**src/sv/lrd_pkg.sv**
```systemverilog
// ----------------------------------------------------------------------------
// lrd_pkg
// Types and constants of the log record deframer.
// ----------------------------------------------------------------------------
package lrd_pkg;

    localparam int MARKER_BYTES_DEF = 8;
    localparam int KEY_BYTES        = 80;

    localparam logic [3:0]  NIBBLE_MAX    = 4'd1;
    localparam logic [15:0] MAX_LEN_RESET = 16'd16384;

    typedef logic [1:0] cfg_index_t;
    localparam cfg_index_t REG_MARKER_PATTERN = 2'd0;
    localparam cfg_index_t REG_MAX_LOG_LENGTH = 2'd1;

    typedef enum logic [2:0] {
        PH_MODE,
        PH_KEY,
        PH_LEN_LO,
        PH_LEN_HI,
        PH_PAYLOAD,
        PH_MARKER,
        PH_HUNT
    } phase_t;

    typedef enum logic [2:0] {
        EV_NONE,
        EV_BAD_MODE,
        EV_BAD_LENGTH,
        EV_BAD_MARKER,
        EV_RESYNC
    } event_t;

    typedef struct packed {
        logic [7:0] data_byte;
        logic       start_of_region;
        logic       last_byte;
    } in_item_t;

    typedef struct packed {
        logic        record_done;
        logic [15:0] record_length;
        logic [31:0] log_count;
        logic [39:0] total_payload;
        event_t      event_code;
        logic        region_done;
    } result_t;

    typedef struct packed {
        logic [63:0] marker_pattern;
        logic [15:0] max_log_length;
    } cfg_t;

endpackage

```
**src/sv/lrd_in_if.sv**
```systemverilog
// ----------------------------------------------------------------------------
// lrd_in_if
// Byte channel into the deframer.
// ----------------------------------------------------------------------------
interface lrd_in_if;
    logic       valid;
    logic       ready;
    logic [7:0] data_byte;
    logic       start_of_region;
    logic       last_byte;

    modport source (output valid, output data_byte, output start_of_region,
                    output last_byte, input ready);
    modport sink   (input valid, input data_byte, input start_of_region,
                    input last_byte, output ready);
    modport monitor (input valid, input ready, input data_byte,
                     input start_of_region, input last_byte);
endinterface

```
**src/sv/lrd_out_if.sv**
```systemverilog
// ----------------------------------------------------------------------------
// lrd_out_if
// Per-byte result channel out of the deframer.
// ----------------------------------------------------------------------------
interface lrd_out_if;
    logic        valid;
    logic        ready;
    logic        record_done;
    logic [15:0] record_length;
    logic [31:0] log_count;
    logic [39:0] total_payload;
    logic [2:0]  event_code;
    logic        region_done;

    modport source (output valid, output record_done, output record_length,
                    output log_count, output total_payload, output event_code,
                    output region_done, input ready);
    modport sink   (input valid, input record_done, input record_length,
                    input log_count, input total_payload, input event_code,
                    input region_done, output ready);
    modport monitor (input valid, input ready, input record_done,
                     input record_length, input log_count, input total_payload,
                     input event_code, input region_done);
endinterface

```
**src/sv/lrd_cfg_if.sv**
```systemverilog
// ----------------------------------------------------------------------------
// lrd_cfg_if
// Register write channel of the deframer.
// ----------------------------------------------------------------------------
interface lrd_cfg_if;
    logic                valid;
    logic                ready;
    lrd_pkg::cfg_index_t index;
    logic [63:0]         data;

    modport source (output valid, output index, output data, input ready);
    modport sink   (input valid, input index, input data, output ready);
    modport monitor (input valid, input ready, input index, input data);
endinterface

```
**src/sv/lrd_cfg_regs.sv**
```systemverilog
// ----------------------------------------------------------------------------
// lrd_cfg_regs
// Configuration registers: sync marker and maximum payload length.
// ----------------------------------------------------------------------------
module lrd_cfg_regs
(
    input  logic                clk,
    input  logic                rst_n,
    input  logic                wr_valid,
    output logic                wr_ready,
    input  lrd_pkg::cfg_index_t wr_index,
    input  logic [63:0]         wr_data,
    output lrd_pkg::cfg_t       cfg
);

    logic [63:0] marker_reg;
    logic [15:0] max_len_reg;

    assign wr_ready = 1'b1;

    always_ff @(posedge clk or negedge rst_n)
    begin
        if (!rst_n)
        begin
            marker_reg  <= '0;
            max_len_reg <= lrd_pkg::MAX_LEN_RESET;
        end
        else if (wr_valid)
        begin
            case (wr_index)
                lrd_pkg::REG_MARKER_PATTERN: marker_reg  <= wr_data;
                lrd_pkg::REG_MAX_LOG_LENGTH: max_len_reg <= wr_data[15:0];
                default: ;
            endcase
        end
    end

    assign cfg.marker_pattern = marker_reg;
    assign cfg.max_log_length = max_len_reg;

endmodule

```
**src/sv/lrd_parser.sv**
```systemverilog
// ----------------------------------------------------------------------------
// lrd_parser
// Input register, parse state and the per-byte next-state logic.
// ----------------------------------------------------------------------------
module lrd_parser
#(
    parameter int MARKER_BYTES = lrd_pkg::MARKER_BYTES_DEF
)
(
    input  logic              clk,
    input  logic              rst_n,
    input  logic              in_valid,
    output logic              in_ready,
    input  lrd_pkg::in_item_t in_item,
    input  lrd_pkg::cfg_t     cfg,
    output logic              res_valid,
    input  logic              res_ready,
    output lrd_pkg::result_t  res
);

    localparam int WIN_W  = 8 * MARKER_BYTES;
    localparam int FILL_W = $clog2(MARKER_BYTES + 1);
    localparam logic [FILL_W-1:0] FILL_FULL = FILL_W'(MARKER_BYTES);
    localparam logic [6:0]        KEY_LAST  = 7'(lrd_pkg::KEY_BYTES);

    logic              valid_reg;
    lrd_pkg::in_item_t item_reg;
    logic              fire;

    lrd_pkg::phase_t    phase_reg, phase_next, phase_cur;
    logic [6:0]         fc_reg, fc_next, fc_cur;
    logic [15:0]        len_reg, len_next, len_cur;
    logic [15:0]        left_reg, left_next, left_cur;
    logic [WIN_W-1:0]   win_reg, win_next, win_cur, win_sh;
    logic [FILL_W-1:0]  fill_reg, fill_next, fill_cur, fill_sh;
    logic [31:0]        count_reg, count_next, count_cur;
    logic [39:0]        sum_reg, sum_next, sum_cur;
    logic [40:0]        sum_wide;
    logic [15:0]        len_full;
    logic [15:0]        left_dec;
    logic [7:0]         b;
    logic               clr, full_sh, match_sh, done;
    lrd_pkg::event_t    ev;

    assign in_ready  = !valid_reg || res_ready;
    assign res_valid = valid_reg;
    assign fire      = valid_reg && res_ready;

    always_ff @(posedge clk or negedge rst_n)
    begin
        if (!rst_n)
            valid_reg <= 1'b0;
        else if (in_ready)
            valid_reg <= in_valid;
    end

    always_ff @(posedge clk)
    begin
        if (in_valid && in_ready)
            item_reg <= in_item;
    end

    always_comb
    begin
        b   = item_reg.data_byte;
        clr = item_reg.start_of_region;

        // start of region clears parser and counters before this byte
        phase_cur = clr ? lrd_pkg::PH_MODE : phase_reg;
        fc_cur    = clr ? '0 : fc_reg;
        len_cur   = clr ? '0 : len_reg;
        left_cur  = clr ? '0 : left_reg;
        win_cur   = clr ? '0 : win_reg;
        fill_cur  = clr ? '0 : fill_reg;
        count_cur = clr ? '0 : count_reg;
        sum_cur   = clr ? '0 : sum_reg;

        win_sh   = {b, win_cur[WIN_W-1:8]};
        fill_sh  = (fill_cur < FILL_FULL) ? fill_cur + FILL_W'(1) : fill_cur;
        full_sh  = fill_sh >= FILL_FULL;
        match_sh = full_sh && (win_sh == cfg.marker_pattern[WIN_W-1:0]);
        len_full = {b, len_cur[7:0]};
        left_dec = (left_cur != '0) ? left_cur - 16'd1 : left_cur;
        sum_wide = {1'b0, sum_cur} + 41'(len_cur);

        phase_next = phase_cur;
        fc_next    = fc_cur;
        len_next   = len_cur;
        left_next  = left_cur;
        win_next   = win_cur;
        fill_next  = fill_cur;
        count_next = count_cur;
        sum_next   = sum_cur;
        done       = 1'b0;
        ev         = lrd_pkg::EV_NONE;

        case (phase_cur)
            lrd_pkg::PH_MODE:
            begin
                if (b[7:4] > lrd_pkg::NIBBLE_MAX || b[3:0] > lrd_pkg::NIBBLE_MAX)
                begin
                    ev         = lrd_pkg::EV_BAD_MODE;
                    phase_next = lrd_pkg::PH_HUNT;
                    win_next   = '0;
                    fill_next  = '0;
                end
                else
                begin
                    fc_next    = '0;
                    phase_next = b[0] ? lrd_pkg::PH_KEY : lrd_pkg::PH_LEN_LO;
                end
            end
            lrd_pkg::PH_KEY:
            begin
                fc_next = fc_cur + 7'd1;
                if (fc_next >= KEY_LAST)
                begin
                    fc_next    = '0;
                    phase_next = lrd_pkg::PH_LEN_LO;
                end
            end
            lrd_pkg::PH_LEN_LO:
            begin
                len_next   = {8'd0, b};
                phase_next = lrd_pkg::PH_LEN_HI;
            end
            lrd_pkg::PH_LEN_HI:
            begin
                len_next = len_full;
                if (len_full == '0 || len_full > cfg.max_log_length)
                begin
                    ev         = lrd_pkg::EV_BAD_LENGTH;
                    phase_next = lrd_pkg::PH_HUNT;
                    win_next   = '0;
                    fill_next  = '0;
                end
                else
                begin
                    left_next  = len_full;
                    phase_next = lrd_pkg::PH_PAYLOAD;
                end
            end
            lrd_pkg::PH_PAYLOAD:
            begin
                left_next = left_dec;
                if (left_dec == '0)
                begin
                    phase_next = lrd_pkg::PH_MARKER;
                    win_next   = '0;
                    fill_next  = '0;
                end
            end
            lrd_pkg::PH_MARKER:
            begin
                win_next  = win_sh;
                fill_next = fill_sh;
                if (full_sh)
                begin
                    if (match_sh)
                    begin
                        done       = 1'b1;
                        count_next = (count_cur == '1) ? count_cur : count_cur + 32'd1;
                        sum_next   = sum_wide[40] ? '1 : sum_wide[39:0];
                        phase_next = lrd_pkg::PH_MODE;
                    end
                    else
                    begin
                        ev         = lrd_pkg::EV_BAD_MARKER;
                        phase_next = lrd_pkg::PH_HUNT;
                        win_next   = '0;
                        fill_next  = '0;
                    end
                end
            end
            default:
            begin
                // hunting: slide the window until it holds the marker
                win_next  = win_sh;
                fill_next = fill_sh;
                if (match_sh)
                begin
                    ev         = lrd_pkg::EV_RESYNC;
                    phase_next = lrd_pkg::PH_MODE;
                end
            end
        endcase

        res.record_done   = done;
        res.record_length = done ? len_cur : '0;
        res.log_count     = count_next;
        res.total_payload = sum_next;
        res.event_code    = ev;
        res.region_done   = item_reg.last_byte;
    end

    always_ff @(posedge clk or negedge rst_n)
    begin
        if (!rst_n)
        begin
            phase_reg <= lrd_pkg::PH_MODE;
            fc_reg    <= '0;
            len_reg   <= '0;
            left_reg  <= '0;
            win_reg   <= '0;
            fill_reg  <= '0;
            count_reg <= '0;
            sum_reg   <= '0;
        end
        else if (fire)
        begin
            phase_reg <= phase_next;
            fc_reg    <= fc_next;
            len_reg   <= len_next;
            left_reg  <= left_next;
            win_reg   <= win_next;
            fill_reg  <= fill_next;
            count_reg <= count_next;
            sum_reg   <= sum_next;
        end
    end

endmodule

```
**src/sv/lrd_out_stage.sv**
```systemverilog
// ----------------------------------------------------------------------------
// lrd_out_stage
// Result register between the parser and the result channel.
// ----------------------------------------------------------------------------
module lrd_out_stage
(
    input  logic             clk,
    input  logic             rst_n,
    input  logic             up_valid,
    output logic             up_ready,
    input  lrd_pkg::result_t up_data,
    output logic             dn_valid,
    input  logic             dn_ready,
    output lrd_pkg::result_t dn_data
);

    logic             valid_reg;
    lrd_pkg::result_t data_reg;

    assign up_ready = !valid_reg || dn_ready;

    always_ff @(posedge clk or negedge rst_n)
    begin
        if (!rst_n)
            valid_reg <= 1'b0;
        else if (up_ready)
            valid_reg <= up_valid;
    end

    always_ff @(posedge clk)
    begin
        if (up_valid && up_ready)
            data_reg <= up_data;
    end

    assign dn_valid = valid_reg;
    assign dn_data  = data_reg;

endmodule

```
**src/sv/log_record_deframer.sv**
```systemverilog
// ----------------------------------------------------------------------------
// log_record_deframer
// Byte-serial parser of the record area of a log file.
// ----------------------------------------------------------------------------
// byte_chan carries one byte per transfer with start_of_region and last_byte
// flags; result_chan returns exactly one result per byte: record completion,
// its length, running saturating record and payload counts, an event code and
// an echo of last_byte. cfg_chan writes the sync marker (index 0) and the
// maximum payload length (index 1); it is always ready and is meant to be
// written while the block is idle.
// Throughput is one byte per cycle while result_chan is ready. A byte is held in
// the input register, where the parse state and the counters are updated in a
// single pass, and moves on to the result register, which drives result_chan.
// Reset clears the parser to expect a mode byte, zeroes the counters, sets the
// marker to zero and the maximum length to 16384. A stalled result holds in
// the result register while one more byte is still taken into the input
// register; after that byte_chan.ready drops until result_chan drains.
// ----------------------------------------------------------------------------
module log_record_deframer
#(
    parameter int MARKER_BYTES = lrd_pkg::MARKER_BYTES_DEF
)
(
    input  logic      clk,
    input  logic      rst_n,
    lrd_in_if.sink    byte_chan,
    lrd_out_if.source result_chan,
    lrd_cfg_if.sink   cfg_chan
);

    lrd_pkg::cfg_t     cfg;
    lrd_pkg::in_item_t in_item;
    lrd_pkg::result_t  parse_res;
    lrd_pkg::result_t  out_res;
    logic              parse_valid;
    logic              parse_ready;

    assign in_item.data_byte       = byte_chan.data_byte;
    assign in_item.start_of_region = byte_chan.start_of_region;
    assign in_item.last_byte       = byte_chan.last_byte;

    lrd_cfg_regs u_cfg_regs
    (
        .clk      (clk),
        .rst_n    (rst_n),
        .wr_valid (cfg_chan.valid),
        .wr_ready (cfg_chan.ready),
        .wr_index (cfg_chan.index),
        .wr_data  (cfg_chan.data),
        .cfg      (cfg)
    );

    lrd_parser #(.MARKER_BYTES(MARKER_BYTES)) u_parser
    (
        .clk       (clk),
        .rst_n     (rst_n),
        .in_valid  (byte_chan.valid),
        .in_ready  (byte_chan.ready),
        .in_item   (in_item),
        .cfg       (cfg),
        .res_valid (parse_valid),
        .res_ready (parse_ready),
        .res       (parse_res)
    );

    lrd_out_stage u_out_stage
    (
        .clk      (clk),
        .rst_n    (rst_n),
        .up_valid (parse_valid),
        .up_ready (parse_ready),
        .up_data  (parse_res),
        .dn_valid (result_chan.valid),
        .dn_ready (result_chan.ready),
        .dn_data  (out_res)
    );

    assign result_chan.record_done   = out_res.record_done;
    assign result_chan.record_length = out_res.record_length;
    assign result_chan.log_count     = out_res.log_count;
    assign result_chan.total_payload = out_res.total_payload;
    assign result_chan.event_code    = out_res.event_code;
    assign result_chan.region_done   = out_res.region_done;

endmodule

```
**src/flat_wrapper.sv**
```systemverilog
// flat-port wrapper written by rule: the top's interface ports become plain ports
module log_record_deframer_flat 
#(
    parameter int MARKER_BYTES = lrd_pkg::MARKER_BYTES_DEF
)
  (clk, rst_n, byte_chan_valid, byte_chan_data_byte, byte_chan_start_of_region, byte_chan_last_byte, byte_chan_ready, result_chan_valid, result_chan_record_done, result_chan_record_length, result_chan_log_count, result_chan_total_payload, result_chan_event_code, result_chan_region_done, result_chan_ready, cfg_chan_valid, cfg_chan_index, cfg_chan_data, cfg_chan_ready);
  lrd_in_if byte_chan_i ();
  lrd_out_if result_chan_i ();
  lrd_cfg_if cfg_chan_i ();
  input  logic clk;
  input  logic rst_n;
  input wire logic [$bits(byte_chan_i.valid)-1:0] byte_chan_valid;
  input wire logic [$bits(byte_chan_i.data_byte)-1:0] byte_chan_data_byte;
  input wire logic [$bits(byte_chan_i.start_of_region)-1:0] byte_chan_start_of_region;
  input wire logic [$bits(byte_chan_i.last_byte)-1:0] byte_chan_last_byte;
  output wire logic [$bits(byte_chan_i.ready)-1:0] byte_chan_ready;
  output wire logic [$bits(result_chan_i.valid)-1:0] result_chan_valid;
  output wire logic [$bits(result_chan_i.record_done)-1:0] result_chan_record_done;
  output wire logic [$bits(result_chan_i.record_length)-1:0] result_chan_record_length;
  output wire logic [$bits(result_chan_i.log_count)-1:0] result_chan_log_count;
  output wire logic [$bits(result_chan_i.total_payload)-1:0] result_chan_total_payload;
  output wire logic [$bits(result_chan_i.event_code)-1:0] result_chan_event_code;
  output wire logic [$bits(result_chan_i.region_done)-1:0] result_chan_region_done;
  input wire logic [$bits(result_chan_i.ready)-1:0] result_chan_ready;
  input wire logic [$bits(cfg_chan_i.valid)-1:0] cfg_chan_valid;
  input wire logic [$bits(cfg_chan_i.index)-1:0] cfg_chan_index;
  input wire logic [$bits(cfg_chan_i.data)-1:0] cfg_chan_data;
  output wire logic [$bits(cfg_chan_i.ready)-1:0] cfg_chan_ready;
  assign byte_chan_i.valid = byte_chan_valid;
  assign byte_chan_i.data_byte = byte_chan_data_byte;
  assign byte_chan_i.start_of_region = byte_chan_start_of_region;
  assign byte_chan_i.last_byte = byte_chan_last_byte;
  assign byte_chan_ready = byte_chan_i.ready;
  assign result_chan_valid = result_chan_i.valid;
  assign result_chan_record_done = result_chan_i.record_done;
  assign result_chan_record_length = result_chan_i.record_length;
  assign result_chan_log_count = result_chan_i.log_count;
  assign result_chan_total_payload = result_chan_i.total_payload;
  assign result_chan_event_code = result_chan_i.event_code;
  assign result_chan_region_done = result_chan_i.region_done;
  assign result_chan_i.ready = result_chan_ready;
  assign cfg_chan_i.valid = cfg_chan_valid;
  assign cfg_chan_i.index = cfg_chan_index;
  assign cfg_chan_i.data = cfg_chan_data;
  assign cfg_chan_ready = cfg_chan_i.ready;
  log_record_deframer #(.MARKER_BYTES(MARKER_BYTES)) u_core (.clk(clk), .rst_n(rst_n), .byte_chan(byte_chan_i), .result_chan(result_chan_i), .cfg_chan(cfg_chan_i));
endmodule
```
**config.mk**
```make
export PLATFORM = sky130hd
export DESIGN_NAME = log_record_deframer_flat
export DESIGN_NICKNAME = d
export VERILOG_FILES = /design/src/sv/lrd_pkg.sv /design/src/sv/lrd_in_if.sv /design/src/sv/lrd_out_if.sv /design/src/sv/lrd_cfg_if.sv /design/src/sv/lrd_cfg_regs.sv /design/src/sv/lrd_parser.sv /design/src/sv/lrd_out_stage.sv /design/src/sv/log_record_deframer.sv /design/src/flat_wrapper.sv
export SDC_FILE = /design/constraint.sdc
export NUM_CORES = 1
export LEC_CHECK = 0
export ABC_AREA = 1
export BUFFER_PORTS_ARGS = -buffer_cell sky130_fd_sc_hd__clkbuf_2
export CAP_MARGIN = 30
export CORE_UTILIZATION = 50
export CTS_CLUSTER_DIAMETER = 150
export DETAILED_ROUTE_END_ITERATION = 16
export PLACE_DENSITY = 0.68
export SYNTH_ARGS = -nofsm -noshare
export SYNTH_HDL_FRONTEND = slang
export SYNTH_SLANG_ARGS = --single-unit
```
**constraint.sdc**
```tcl
create_clock -name clk -period 6.8 [get_ports clk]
set_input_delay 0.34 -clock clk [delete_from_list [all_inputs] [get_ports clk]]
set_output_delay 0.34 -clock clk [all_outputs]
set_load 0.005 [all_outputs]
```
==> run summary <==
## Worst setup path
- Reg-to-Reg End: u_core.u_out_stage.dn_data[9]$_DFFE_PP_
- Critical Path End Type: flop
- slowest stage cell, crit path: inv_4
- crit path cell chain: inv_4 > buf_4 > nand2_1 > inv_1 > ha_1 > a21oi_1 > o21bai_1 > inv_1 > nand2_1 > nand3_1 > nand2_1 > nand2_1 > nand2_2 > o21ai_0 > inv_1
- startpoint of the most critical register-to-register path: u_core.u_parser.clr$_DFFE_PP_
- required time at the endpoint of the critical path: 7110 ps
- internal reg-to-reg setup slack: 2540 ps
- Worst Path Arrival: 4570 ps
- delay of the slowest cell on the worst path: 690 ps
- cell family contributing the most delay on the critical path: buffers and inverters
- cell mode on critical path: nand2_1
- element type at the critical path start: flop
- Worst Path Max Fanout: 77
- worst r2r path cells: 15
- Worst Setup Path Type: flop to flop
- sum of buffers and inverters on the critical path: 5

## Placement
- DPL Wire Length: 48750 um
- number of buffers added on ports: 175
- Placed Cells incl. Taps: 4008
- Routability Congestion: 0.9470

## Synthesis
- top cells by area in the synthesized netlist: dfrtp_1 (28%), nand2_1 (20%), edfxtp_1 (13%)
- warning count from the yosys run: 0
- share of synthesized flip-flops with an asynchronous set or reset: 71.31%
- Post-synth EDFFs: 103
- Yosys reg bits: 359
- fraction of synthesized cell area in xor and xnor cells: 2.892%
- synthesized instance count: 3345
- Mapped Area: 0.02298 mm2
- average instance area after synthesis: 6.869 um2
- number of unique standard cell types used by synthesis: 48
- total nets after synthesis: 3462
- main combinational cell family by area after synthesis: simple AND/OR/NAND/NOR gates
- Yosys top cell by area: dfrtp_1
- fraction of the yosys area taken by sequential cells: 41.35%
- area fraction in compound gates after synthesis: 9.486%
- share of the synthesized area in the top cell type: 27.77%
- post-synthesis simple-gate area fraction: 32.96%
- share of synthesized area spent on multiplexers: 1.568%
- adder-cell share of the synthesized area: 1.993%
- cell with the most instances after synthesis: nand2_1
- top cells by count, synth: nand2_1 (1233), inv_1 (408), nor2_1 (342)
- most instantiated flip-flop cell in the synthesis netlist: dfrtp_1

## Power and ir drop
- total power after layout: 7.388 mW
- largest voltage drop on the vdd net: 0.2138 mV
- standby leakage power: 13.47 nW
- Power Density: 283.4 mW/mm2

## Floorplan
- number of placed I/O pins: 177
- die boundary height: 216.4 um
- total core area: 0.04538 mm2
- DIE AREA: 0.04682 mm2
- num rows: 78
- initial core utilization: 50.63%
- width of the die: 216.4 um

## Global routing
- via count of the first global-routing pass: 21290
- global-route wire length before repair: 112600 um
- global routing usage summed across all routing layers: 30.13%
- pin count of the biggest net entering global routing: 134
- antenna violations before repair: 0
- grt total ovfl: 0

## Detailed routing
- via density per instance: 5.370
- Detailed Routing Iterations Pass 1: 6
- aggregate routed wire length: 70440 um
- Post-route DRC: 0
- number of design-rule violations left by the first detailed-router iteration: 1810
- wire length per cell after detailed routing: 17.03 um
- overall via count from detail_route: 22200
- Post-DRT Antenna Nets: 0

## Clock network
- post-cts sizing count: 0
- clk_lat worst skew: 590 ps
- depth of the CTS H-tree: 2
- clock tree from TritonCTS: done
- root buffer cell: clkbuf_16
- cts-stage hold buffer count: 52
- setup bufs post-CTS: 0
- number of clock buffers inserted by TritonCTS: 42
- maximum buffer depth of the clock tree: 3
- clk slew on worst S/H paths: 50 ps
- Clock Sinks: 359

## Final layout
- net total in the final layout: 3621
- max FFs per register: 93
- share of post-route cells with drive strength above 1: 9.392%
- number of diodes added for antenna fixing: 0
- post-layout instance count excluding filler cells: 4135
- Synth-to-Final Area Change: 13.45%

## Min path
- Hold WC Path Type: primary input to flop
- hold_sp: byte_chan_valid
- worst hold endpoint: u_core.u_parser.res_valid$_DFFE_PN0N_
- Hold Path Depth: 3

## Flow run
- count of max-cap constraint violations: 0

## Timing
- count of final setup violators: 0
- skew final: 24.08 ps
- share of the clock period used by the worst path: 62.72%
- highest attainable clock frequency: 234.5 MHz
- Hold Fails Final Rpt: 0
- unrepaired setup endpoints after global routing: false
- max_slew headroom: 36.25%
- count of pins over their slew limit: 0
- Total Negative Setup Slacks: 0 ps
- Least-Margin Pin Slew: 956.3 ps
- fin crit period: 4265 ps

## Status
- run status: complete, no violations

[cell usage in the layout (no fill, tap or decap), drive strengths merged, types with 2 or more instances in the layout]
| cell type | count |
|---|---|
| clkinv | 14 |
| bufinv | 2 |
| buf | 25 |
| nor3 | 37 |
| a22oi | 12 |
| xor2 | 39 |
| clkinvlp | 2 |
| edfxtp | 103 |
| nand3 | 198 |
| mux2 | 32 |
| dlygate4sd3 | 52 |
| nor2 | 354 |
| o211ai | 7 |
| inv | 414 |
| nand3b | 7 |
| nand2 | 1239 |
| o22ai | 5 |
| a31oi | 8 |
| o21bai | 9 |
| o21ai | 150 |
| o21a | 8 |
| clkbuf | 233 |
| nor4 | 6 |
| and2 | 10 |
| or2 | 4 |
| ha | 35 |
| nand4 | 23 |
| xnor2 | 36 |
| dfrtp | 255 |
| a21oi | 207 |
[per-stage QoR]
step	setup WS, ps	hold slack (ps)	utilization, %	cell area, um2
floorplan	2659	44.41	-	22980
global placement	2665	314.3	53.21	24150
detailed placement	2608	310.4	53.38	24230
CTS	2590	0.3459	57.44	26070
global route	2156	39.60	57.44	26070
finish	2535	17.98	57.44	26070
[where the power goes]
group	internal, mW	switching, mW
combinational	0.720	1.50
clock	1.27	0.935
sequential	2.66	0.299
total	4.65	2.74
[cell families (layout without fill, tap and decap cells)]
group,Yosys count,count (layout)
and+or+nand+nor,1879,1879
buffers and inverters,552,742
AOI/OAI and AO/OA,411,411
DFF,359,359
xor gates and xnor gates,75,75
adders and majority gates,36,36
muxes,32,32
other,1,1
[layout make-up]
cell class                 instances  area (um2)
fill                            4420       19310
tap                              600       750.7
clock inverter                    16       155.1
sequential                       359        9500
clock buffer                      59        1166
multi-input combinational       2434       11270
inverter                         416        1569
timing repair buffer             251        1659
[routing by layer]
metal  up-vias  track usage, %  wire length [um]
li1      10860               -                 -
met1     10450           42.10             31620
met2       768           48.96             32620
met3       124           3.326              4355
met4         0           9.531              1848
met5         -               0                 0
[how the worst max path moves through the flow]
stage	slack [ps]	startpoint	to	cells past startpoint
6_report	2540	u_core.u_parser.clr$_DFFE_PP_	u_core.u_out_stage.dn_data[9]$_DFFE_PP_	15
5_1_grt	2160	u_core.u_parser.clr$_DFFE_PP_	u_core.u_parser.count_reg[20]$_DFFE_PN0P_	19
4_1_cts	2590	u_core.u_parser.clr$_DFFE_PP_	u_core.u_out_stage.dn_data[9]$_DFFE_PP_	15
3_5_place_dp	2610	u_core.u_parser.clr$_DFFE_PP_	u_core.u_out_stage.dn_data[9]$_DFFE_PP_	15
3_3_place_gp	2670	u_core.u_parser.clr$_DFFE_PP_	u_core.u_out_stage.dn_data[9]$_DFFE_PP_	15
2_1_floorplan	2660	u_core.u_out_stage.dn_valid$_DFFE_PN0P_	u_core.u_out_stage.dn_data[0]$_DFFE_PP_	5
[worst min-delay path, delay by kind of cell]
| family | cells | cell delay [ps] |
|---|---|---|
| and+or+nand+nor | 2 | 130 |
| buffers and inverters | 1 | 70 |
Power figures use the tool's default switching activity.
